**src/hw/rtl/chained_matrix_multiply_defines.svh**
```systemverilog
// ============================================================================
// Assertion macros for the chained matrix multiplier
// Shared concurrent assertion forms, clocked on clock and held off in reset.
// ============================================================================
`ifndef CHAINED_MATRIX_MULTIPLY_DEFINES_SVH
`define CHAINED_MATRIX_MULTIPLY_DEFINES_SVH

// Same-cycle implication: cons must hold whenever ante holds
`define CMM_ASSERT_IMP(label, ante, cons, msg) \
   label: assert property (@(posedge clock) disable iff (reset) (ante) |-> (cons)) \
      else $error(msg);

// Next-cycle implication: cons must hold in the cycle after ante
`define CMM_ASSERT_NXT(label, ante, cons, msg) \
   label: assert property (@(posedge clock) disable iff (reset) (ante) |=> (cons)) \
      else $error(msg);

`endif

```
**src/hw/rtl/cmm_pkg.sv**
```systemverilog
// ============================================================================
// cmm_pkg
// Types, field layout and helpers shared by the chained matrix multiplier.
// ============================================================================
`timescale 1ns / 1ps

package cmm_pkg;

   // Payload field widths
   localparam int KIND_W  = 2;
   localparam int IDX_W   = 3;
   localparam int DATA_W  = 32;
   localparam int DIM_W   = 4;
   localparam int CSR_IDX_W = 2;

   // Stream data layout, lowest bit first: row, column, value, zero fill
   localparam int ROW_LSB = 0;
   localparam int COL_LSB = ROW_LSB + IDX_W;
   localparam int VAL_LSB = COL_LSB + IDX_W;
   localparam int FIELD_W = VAL_LSB + DATA_W;
   localparam int TDATA_W = ((FIELD_W + 7) / 8) * 8;
   localparam int PAD_W   = TDATA_W - FIELD_W;

   // Dimension register reset values
   localparam logic [DIM_W-1:0] ROWS_LEFT_RST  = 4'd5;
   localparam logic [DIM_W-1:0] INNER_SIZE_RST = 4'd2;
   localparam logic [DIM_W-1:0] COLS_RIGHT_RST = 4'd3;

   typedef enum logic [KIND_W-1:0] {
      KIND_LOAD_LEFT  = 2'd0,
      KIND_LOAD_RIGHT = 2'd1,
      KIND_MULTIPLY   = 2'd2
   } kind_type;

   typedef enum logic [CSR_IDX_W-1:0] {
      CSR_ROWS_LEFT  = 2'd0,
      CSR_INNER_SIZE = 2'd1,
      CSR_COLS_RIGHT = 2'd2
   } csr_reg_type;

   typedef enum logic [1:0] {
      ST_IDLE,
      ST_MAC,
      ST_EMIT,
      ST_WRITEBACK
   } state_type;

   // Controller to datapath
   typedef struct packed {
      logic issue;       // read one A/B pair for the current sum
      logic first;       // that pair opens a new sum
      logic emit;        // move the finished sum to the output and row buffer
      logic last;        // the emitted element closes the product
      logic writeback;   // copy one row buffer entry over A
      logic load_left;   // store the request element into A
      logic load_right;  // store the request element into B
   } cmd_type;

   // Datapath to controller
   typedef struct packed {
      logic pipe_busy;   // products still in flight toward the accumulator
      logic out_free;    // output register can take an element this cycle
   } status_type;

   // Saturate a dimension register to 1..lim
   function automatic logic [DIM_W-1:0] clamp_dim(input logic [DIM_W-1:0] v,
                                                  input logic [DIM_W-1:0] lim);
      logic [DIM_W-1:0] r;
      if (v == '0) begin
         r = 4'd1;
      end else if (v > lim) begin
         r = lim;
      end else begin
         r = v;
      end
      return r;
   endfunction

endpackage

```
**src/hw/rtl/cmm_ctrl.sv**
```systemverilog
// ============================================================================
// cmm_ctrl
// Sequencer for loads, multiply-accumulate passes, emission and write-back.
// ============================================================================
`timescale 1ns / 1ps
`include "chained_matrix_multiply_defines.svh"

module cmm_ctrl import cmm_pkg::*; #(
   parameter int DIM_BITS = 3,
   parameter int CNT_BITS = 4
) (
   input  logic                clock,
   input  logic                reset,
   input  logic                req_tvalid,
   output logic                req_tready,
   input  logic [KIND_W-1:0]   req_tuser,
   input  logic [CNT_BITS-1:0] rows,
   input  logic [CNT_BITS-1:0] inner,
   input  logic [CNT_BITS-1:0] cols,
   input  status_type          status,
   output cmd_type             cmd,
   output logic [DIM_BITS-1:0] row_sel,
   output logic [DIM_BITS-1:0] inner_sel,
   output logic [DIM_BITS-1:0] col_sel
);

   state_type           state_ff, state_in;
   logic [DIM_BITS-1:0] i_ff, i_in;
   logic [DIM_BITS-1:0] j_ff, j_in;
   logic [DIM_BITS-1:0] k_ff, k_in;
   logic                accepted;
   kind_type            kind;
   logic                i_last, j_last, k_last;
   logic                emit_ok;

   assign req_tready = (state_ff == ST_IDLE);
   assign accepted   = req_tvalid && req_tready;
   assign kind       = kind_type'(req_tuser);

   assign i_last  = (CNT_BITS'(i_ff) == rows  - 1'b1);
   assign j_last  = (CNT_BITS'(j_ff) == inner - 1'b1);
   assign k_last  = (CNT_BITS'(k_ff) == cols  - 1'b1);
   assign emit_ok = !status.pipe_busy && status.out_free;

   assign row_sel   = i_ff;
   assign inner_sel = j_ff;
   assign col_sel   = k_ff;

   // Next state and loop counters
   always_comb begin
      state_in = state_ff;
      i_in     = i_ff;
      j_in     = j_ff;
      k_in     = k_ff;
      case (state_ff)
         ST_IDLE: begin
            if (accepted && kind == KIND_MULTIPLY) begin
               state_in = ST_MAC;
               i_in     = '0;
               j_in     = '0;
               k_in     = '0;
            end
         end
         ST_MAC: begin
            if (j_last) begin
               j_in     = '0;
               state_in = ST_EMIT;
            end else begin
               j_in = j_ff + 1'b1;
            end
         end
         ST_EMIT: begin
            if (emit_ok) begin
               if (k_last) begin
                  k_in     = '0;
                  state_in = ST_WRITEBACK;
               end else begin
                  k_in     = k_ff + 1'b1;
                  state_in = ST_MAC;
               end
            end
         end
         ST_WRITEBACK: begin
            if (k_last) begin
               k_in = '0;
               if (i_last) begin
                  i_in     = '0;
                  state_in = ST_IDLE;
               end else begin
                  i_in     = i_ff + 1'b1;
                  state_in = ST_MAC;
               end
            end else begin
               k_in = k_ff + 1'b1;
            end
         end
         default: begin
            state_in = ST_IDLE;
         end
      endcase
   end

   // Datapath commands
   always_comb begin
      cmd = '0;
      case (state_ff)
         ST_IDLE: begin
            cmd.load_left  = accepted && kind == KIND_LOAD_LEFT;
            cmd.load_right = accepted && kind == KIND_LOAD_RIGHT;
         end
         ST_MAC: begin
            cmd.issue = 1'b1;
            cmd.first = (j_ff == '0);
         end
         ST_EMIT: begin
            cmd.emit = emit_ok;
            cmd.last = i_last && k_last;
         end
         ST_WRITEBACK: begin
            cmd.writeback = 1'b1;
         end
         default: begin
            cmd = '0;
         end
      endcase
   end

   always_ff @(posedge clock) begin
      if (reset) begin
         state_ff <= ST_IDLE;
         i_ff     <= '0;
         j_ff     <= '0;
         k_ff     <= '0;
      end else begin
         state_ff <= state_in;
         i_ff     <= i_in;
         j_ff     <= j_in;
         k_ff     <= k_in;
      end
   end

   `CMM_ASSERT_IMP(a_out_bounds, state_ff != ST_IDLE, CNT_BITS'(i_ff) < rows && CNT_BITS'(k_ff) < cols, "product index beyond configured size")
   `CMM_ASSERT_IMP(a_inner_bound, state_ff == ST_MAC, CNT_BITS'(j_ff) < inner, "inner index beyond configured size")
   `CMM_ASSERT_NXT(a_last_wb, cmd.emit && cmd.last, state_ff == ST_WRITEBACK, "final element not followed by write-back")

endmodule

```
**config.mk**
```make
export PLATFORM = sky130hd
export DESIGN_NAME = cmm_ctrl
export DESIGN_NICKNAME = d
export VERILOG_FILES = /design/src/hw/rtl/cmm_pkg.sv /design/src/hw/rtl/cmm_ctrl.sv
export VERILOG_INCLUDE_DIRS = /design/src /design/src/hw/rtl
export SDC_FILE = /design/constraint.sdc
export NUM_CORES = 1
export LEC_CHECK = 0
export BUFFER_PORTS_ARGS = -buffer_cell sky130_fd_sc_hd__buf_2
export CAP_MARGIN = 10
export CORE_MARGIN = 2
export CORE_UTILIZATION = 45
export CTS_CLUSTER_DIAMETER = 80
export DETAILED_ROUTE_END_ITERATION = 6
export PLACE_DENSITY = 0.78
export SLEW_MARGIN = 20
export SYNTH_ARGS = -nofsm -noshare
export SYNTH_HDL_FRONTEND = slang
export SYNTH_SLANG_ARGS = --single-unit
```
**constraint.sdc**
```tcl
create_clock -name clock -period 2.3 [get_ports clock]
set_input_delay 0.575 -clock clock [delete_from_list [all_inputs] [get_ports clock]]
set_output_delay 0.575 -clock clock [all_outputs]
set_load 0.01 [all_outputs]
```
==> reports/metrics.yaml, run 1 <==
status: "finished, violations left"
violations: "setup timing"
row_count: 16
hold-path-cell-count: 2
cts_tree: "yes"
maxSlewViolCount: 0
rsz0062_at_grt: "yes"
antenna_cells: 0
synth.distinct_cells: 38
pre_cts_ws_ps: -142
synth-seq-cells: 11
drive_above_1_share: 0.400
clk_pin_slew_ps: 70
vias: 947
power.internal_w: 0.000412
die_w_um: 49.9
cp.arrival_ps: 1730
grt_pass1_wl_um: 3810
dieArea_mm2: 0.00249
reg2reg_depth: 7
track_usage: 0.191
comb_power_share: 0.447
synthFlopType: "dfxtp_1"
cts_buffer_depth: 2
fin_skew_ps: 11.3
hold_class: "reg -> reg"
layout_common_cells: "33 x buf_2, 10 x dfxtp_1, 9 x inv_1, 9 x buf_4, 8 x nor2_1"
grt_max_degree: 16
cts_buffers: 3
end_kind: "output pin"
path_class: "in -> out"
syn_inst: 113
clkPwrFrac: 0.194
tightest_slew_ps: 317
power_switching_w: 0.000246
ys_seq_area_frac: 0.232
htree_levels: 1
fin_tns_setup_ps: -9.77
yosysTopAreaCellShare: 0.232
fin_nets: 187
start_util: 0.479
die_h_um: 49.9
synth_edf_count: 0
post_dp_cell_area_mm2: 0.00121
synthArstFlopShare: 0
gp_congestion: 0.708
avgSynthCellArea_um2: 8.39
fin_util: 0.666
synth_fp_nets: 139
area_delta_synth_final_pct: 39.2
top_layer_used: "met3"
first_iter_violations: 21
required_ps: 1730
layout_commonest_cell: "buf_2"
maxCapViolCount: 0
dp_hpwl_um: 1760
portBuffers: 35
finalCritPeriodShare: 1.00
setup_slack_ps: -9.77
startpoint_type: "input port"
sw_frac_of_total: 0.374
postRouteAntennaNets: 0
p_per_area_mw_per_mm2: 498
drt-total-wl_um: 2250
p_leak_nw: 0.633
wl_met1_um: 983
post-route-min-period_ps: 2310
synth.area.top_cells: "dfxtp_1 23%, ha_1 9.2%, xnor2_1 6.5%"
cts_hold_buf: 0
clock_latency_ps: 260
via_per_inst: 5.06
yosysTopAreaCell: "dfxtp_1"
synth_area_um2: 948
clockRootBuffer: "clkbuf_4"
finalHoldViolCount: 0
globalRouteOverflowTotal: 0
antenna_found_initial: 0
max_freq_mhz: 433
drc: 0
core_region_area_mm2: 0.00198
p_seq_frac: 0.359
fillCellCount: 163
grt_pass1_vias: 876
wl_per_cell_um: 12.0
ios: 36
clock_sinks: 11
fin_area_mm2: 0.00132
route.met2.wl_um: 1190
crit_fanout: 2
slew_headroom: 0.788
final-setup-viol-count: 1
firstDrtPassIters: 4
ys_warn_count: 0
peakVddDrop_v: 0.000556
met3_length_um: 75
## area by class of cell
cell class	instances	area, µm²	area share
clock buffer	4	26.3	0.0199
inverter	12	50.0	0.0379
multi-input combinational	89	733	0.555
sequential	11	221	0.168
tap	27	33.8	0.0256
timing repair buffer	44	255	0.193
## sequential cells by signal, summed over array words and instances (netlist names)
name / flops
col_sel: 3
inner_sel: 3
row_sel: 3
state_ff: 2
## critical path, cell delays in order
cell      delay [ps]
buf_6            100
inv_4             50
ha_4             210
xnor2_4          120
a311oi_2         290
o21ai_2          120
nor3_2           110
buf_2            150
## cells in the mapped netlist (2+ instances only)
library cell / n
nand3_1: 3
xor2_1: 4
o211ai_1: 5
nand4b_1: 2
a21oi_1: 5
nand2b_1: 2
inv_1: 12
nor3b_1: 6
nor2_1: 8
dfxtp_1: 11
xnor2_1: 7
o21a_1: 2
nand2_1: 7
and3b_1: 2
nor3_1: 6
ha_1: 7
nor2b_1: 3
## final timing paths
| kind | startpoint | slack, ps | to |
|---|---|---|---|
| min | col_sel[2] | 520 | col_sel[2] |
| max | cols[1] | -10 | cmd[3] |
| min reg2reg | col_sel[2] | 520 | col_sel[2] |
| max reg2reg | col_sel[0] | 560 | state_ff[1] |
## layer usage
metal | track usage | vias to the layer above
met1 | 0.239 | 429
met5 | 0 | -
met2 | 0.344 | 21
met4 | 0.0185 | 0
met3 | 0.0394 | 0
li1 | - | 497
## cell families (layout without fill, tap and decap cells)
family,after synthesis,in the layout,synth area share
AO/OA/AOI/OAI,23,23,0.202
XOR/XNOR,12,12,0.127
AND/OR/NAND/NOR,46,46,0.285
flip-flops,11,11,0.232
multiplexers,1,1,0.0106
buffers and inverters,13,60,0.0514
adder cells (fa/ha/maj),7,7,0.0923
## power by group through the flow
| stage | clock (W) | sequential (W) | combinational (W) |
|---|---|---|---|
| 3_3_place_gp | 0 | 0.000237 | 0.000264 |
| 6_report | 0.000128 | 0.000236 | 0.000294 |
| 2_1_floorplan | 0 | 0.000237 | 0.000179 |
| 5_1_grt | 0.000146 | 0.000239 | 0.000329 |
| 4_1_cts | 0.000132 | 0.000235 | 0.000285 |
| 3_5_place_dp | 0 | 0.000239 | 0.000275 |
## timing repair
action,CTS,global route
pin swaps,2,1
resized for setup,5,9
endpoints found under the setup margin,1,1
buffers inserted,2,0
## stage by stage
stage | std cells | total power, W | hold WS (ps)
6_report | 187 | 0.000657 | 517
5_1_grt | 187 | 0.000714 | 534
4_1_cts | 187 | 0.000652 | 512
3_5_place_dp | 181 | 0.000514 | 501
3_3_place_gp | 181 | 0.000501 | 492
2_1_floorplan | 113 | 0.000416 | 515
Power figures use the tool's default switching activity.
==> inputs of run 2 (changes only) <==
--- a/config.mk
+++ b/config.mk
@@ -12,6 +12,7 @@
 export CORE_UTILIZATION = 45
 export CTS_CLUSTER_DIAMETER = 80
 export DETAILED_ROUTE_END_ITERATION = 6
+export GPL_TIMING_DRIVEN = 0
 export PLACE_DENSITY = 0.78
 export SLEW_MARGIN = 20
 export SYNTH_ARGS = -nofsm -noshare
==> run 2 against run 1 <==
  * The flow still finishes with violations (setup timing)
  * Fmax shrank 2.8%
  * Core utilization grew 0.76 points
  * Non-clock buffer count shrank 1
  * Global-route usage grew 2.1 points
==> reports/metrics.yaml, run 2 (synthesized netlist as in run 1, its figures left out) <==
status: "finished, violations left"  # unchanged
violations: "setup timing"  # unchanged
antenna_found_initial: 0  # unchanged
rsz0062_at_grt: "yes"  # unchanged
ios: 36  # unchanged
stdcell_count: 186  # was 187
grt_pass1_vias: 971  # was 876
drive_above_1_share: 0.403  # was 0.400
track_usage: 0.212  # was 0.191
path_class: "reg -> out"  # was in -> out
clock_latency_ps: 270  # was 260 ps
via_per_inst: 5.35  # was 5.06
drt-total-wl_um: 2410  # was 2250 µm
cts_buffer_depth: 2  # unchanged
required_ps: 1730  # about the same
fillCellCount: 162  # was 163
maxCapViolCount: 0  # unchanged
fin_nets: 186  # was 187
globalRouteOverflowTotal: 0  # unchanged
core_region_area_mm2: 0.00198  # unchanged
power.total_w: 0.000665  # was 0.000657 W
layout_commonest_cell: "buf_2"  # unchanged
drc: 0  # unchanged
fin_area_mm2: 0.00134  # was 0.00132 mm²
start_util: 0.479  # unchanged
area.sequential_um2: 220  # was 221 µm²
crit_fanout: 5  # was 2
area_delta_synth_final_pct: 40.8  # was 39.2%
vias: 995  # was 947
grt_max_degree: 11  # was 16
finalCritPeriodShare: 1.03  # was 1.00
cts_buffers: 3  # unchanged
fin_skew_ps: 1.59  # was 11.3 ps
startpoint_type: "flip-flop"  # was input port
dp.cells: 175  # was 181
clock_sinks: 11  # unchanged
dieArea_mm2: 0.00249  # unchanged
cp.arrival_ps: 1800  # was 1730 ps
postRouteAntennaNets: 0  # unchanged
finalHoldViolCount: 0  # unchanged
clockRootBuffer: "clkbuf_4"  # unchanged
layout_common_cells: "31 x buf_2, 11 x dfxtp_1, 8 x inv_1, 8 x nor2_1"  # was 33 x buf_2, 10 x dfxtp_1, 9 x inv_1, 9 x buf_4, 8 x nor2_1
gp_congestion: 0.728  # was 0.708
cts_hold_buf: 0  # unchanged
p_leak_nw: 0.634  # was 0.633 nW
max_freq_mhz: 421  # was 433 MHz
end_kind: "output pin"  # unchanged
setup_slack_ps: -77.5  # was -9.77 ps
post-route-min-period_ps: 2380  # was 2310 ps
final-setup-viol-count: 1  # unchanged
pre_cts_ws_ps: -309  # was -142 ps
clk_pin_slew_ps: 70  # about the same
antenna_cells: 0  # unchanged
fin_tns_setup_ps: -77.5  # was -9.77 ps
p_per_area_mw_per_mm2: 498  # about the same
slew_headroom: 0.699  # was 0.788
hold_class: "reg -> reg"  # unchanged
peakVddDrop_v: 0.000411  # was 0.000556 V
firstDrtPassIters: 4  # unchanged
cts_tree: "yes"  # unchanged
die_h_um: 49.9  # unchanged
dp_hpwl_um: 1780  # was 1760 µm
multi_input_area_um2: 732  # was 733 µm²
post_dp_cell_area_mm2: 0.00116  # was 0.00121 mm²
maxSlewViolCount: 0  # unchanged
wl_per_cell_um: 12.9  # was 12.0 µm
die_w_um: 49.9  # unchanged
tightest_slew_ps: 452  # was 317 ps
first_iter_violations: 8  # was 21
row_count: 16  # unchanged
grt_pass1_wl_um: 4110  # was 3810 µm
htree_levels: 1  # unchanged
portBuffers: 35  # unchanged
## run 2: cell type report
| type | instances | area share |
|---|---|---|
| plain buffers | 1 | 0.00281 |
| clock buffers | 4 | 0.0197 |
| inverters | 12 | 0.0412 |
| multi-input cells | 89 | 0.548 |
| flip-flops and latches | 11 | 0.165 |
| well taps | 27 | 0.0253 |
| repair buffers | 42 | 0.198 |
## run 2: worst max-delay path, stage by stage, from the launching register on
cell	delay (ps)
dfxtp_1	420
xor3_1	480
nor3_2	190
nand2_1	130
nor3_2	160
buf_2	150
## run 2: final timing paths
path	from	slack, ps	cells past startpoint	endpoint
worst min-delay path	col_sel[2]	530	2	col_sel[2]
worst max register to register	row_sel[2]	540	6	state_ff[0]
worst max-delay path	row_sel[2]	-80	5	cmd[3]
worst min register to register	col_sel[2]	530	2	col_sel[2]
## run 2: metal layers
metal / vias up / GRT usage / routed length [µm]
met5: - / 0 / 0
met4: 0 / 0.0694 / 23
met2: 21 / 0.387 / 1290
li1: 500 / - / -
met3: 4 / 0.0485 / 76
met1: 470 / 0.240 / 1020
## run 2: timing repair
| action | in CTS | in global routing |
|---|---|---|
| endpoints found under the setup margin | 1 | 1 |
| gates resized for setup | 20 | 3 |
| buffers inserted | 5 | 2 |
| endpoints found under the hold margin | 0 | 0 |
| pin swaps | 7 | 6 |
## run 2: metrics by stage
step,hold slack (ps),util
floorplan,515,-
detailed placement,515,0.586
CTS,527,0.660
finish,531,0.674
global route,555,0.674
global placement,494,0.586
## run 2: where the power goes
part / total (W) / switching [W] / internal, W
combinational: 0.000295 / 0.000158 / 0.000137
clock: 0.000134 / 0.0000670 / 0.0000673
sequential: 0.000235 / 0.0000278 / 0.000207
total: 0.000665 / 0.000253 / 0.000412
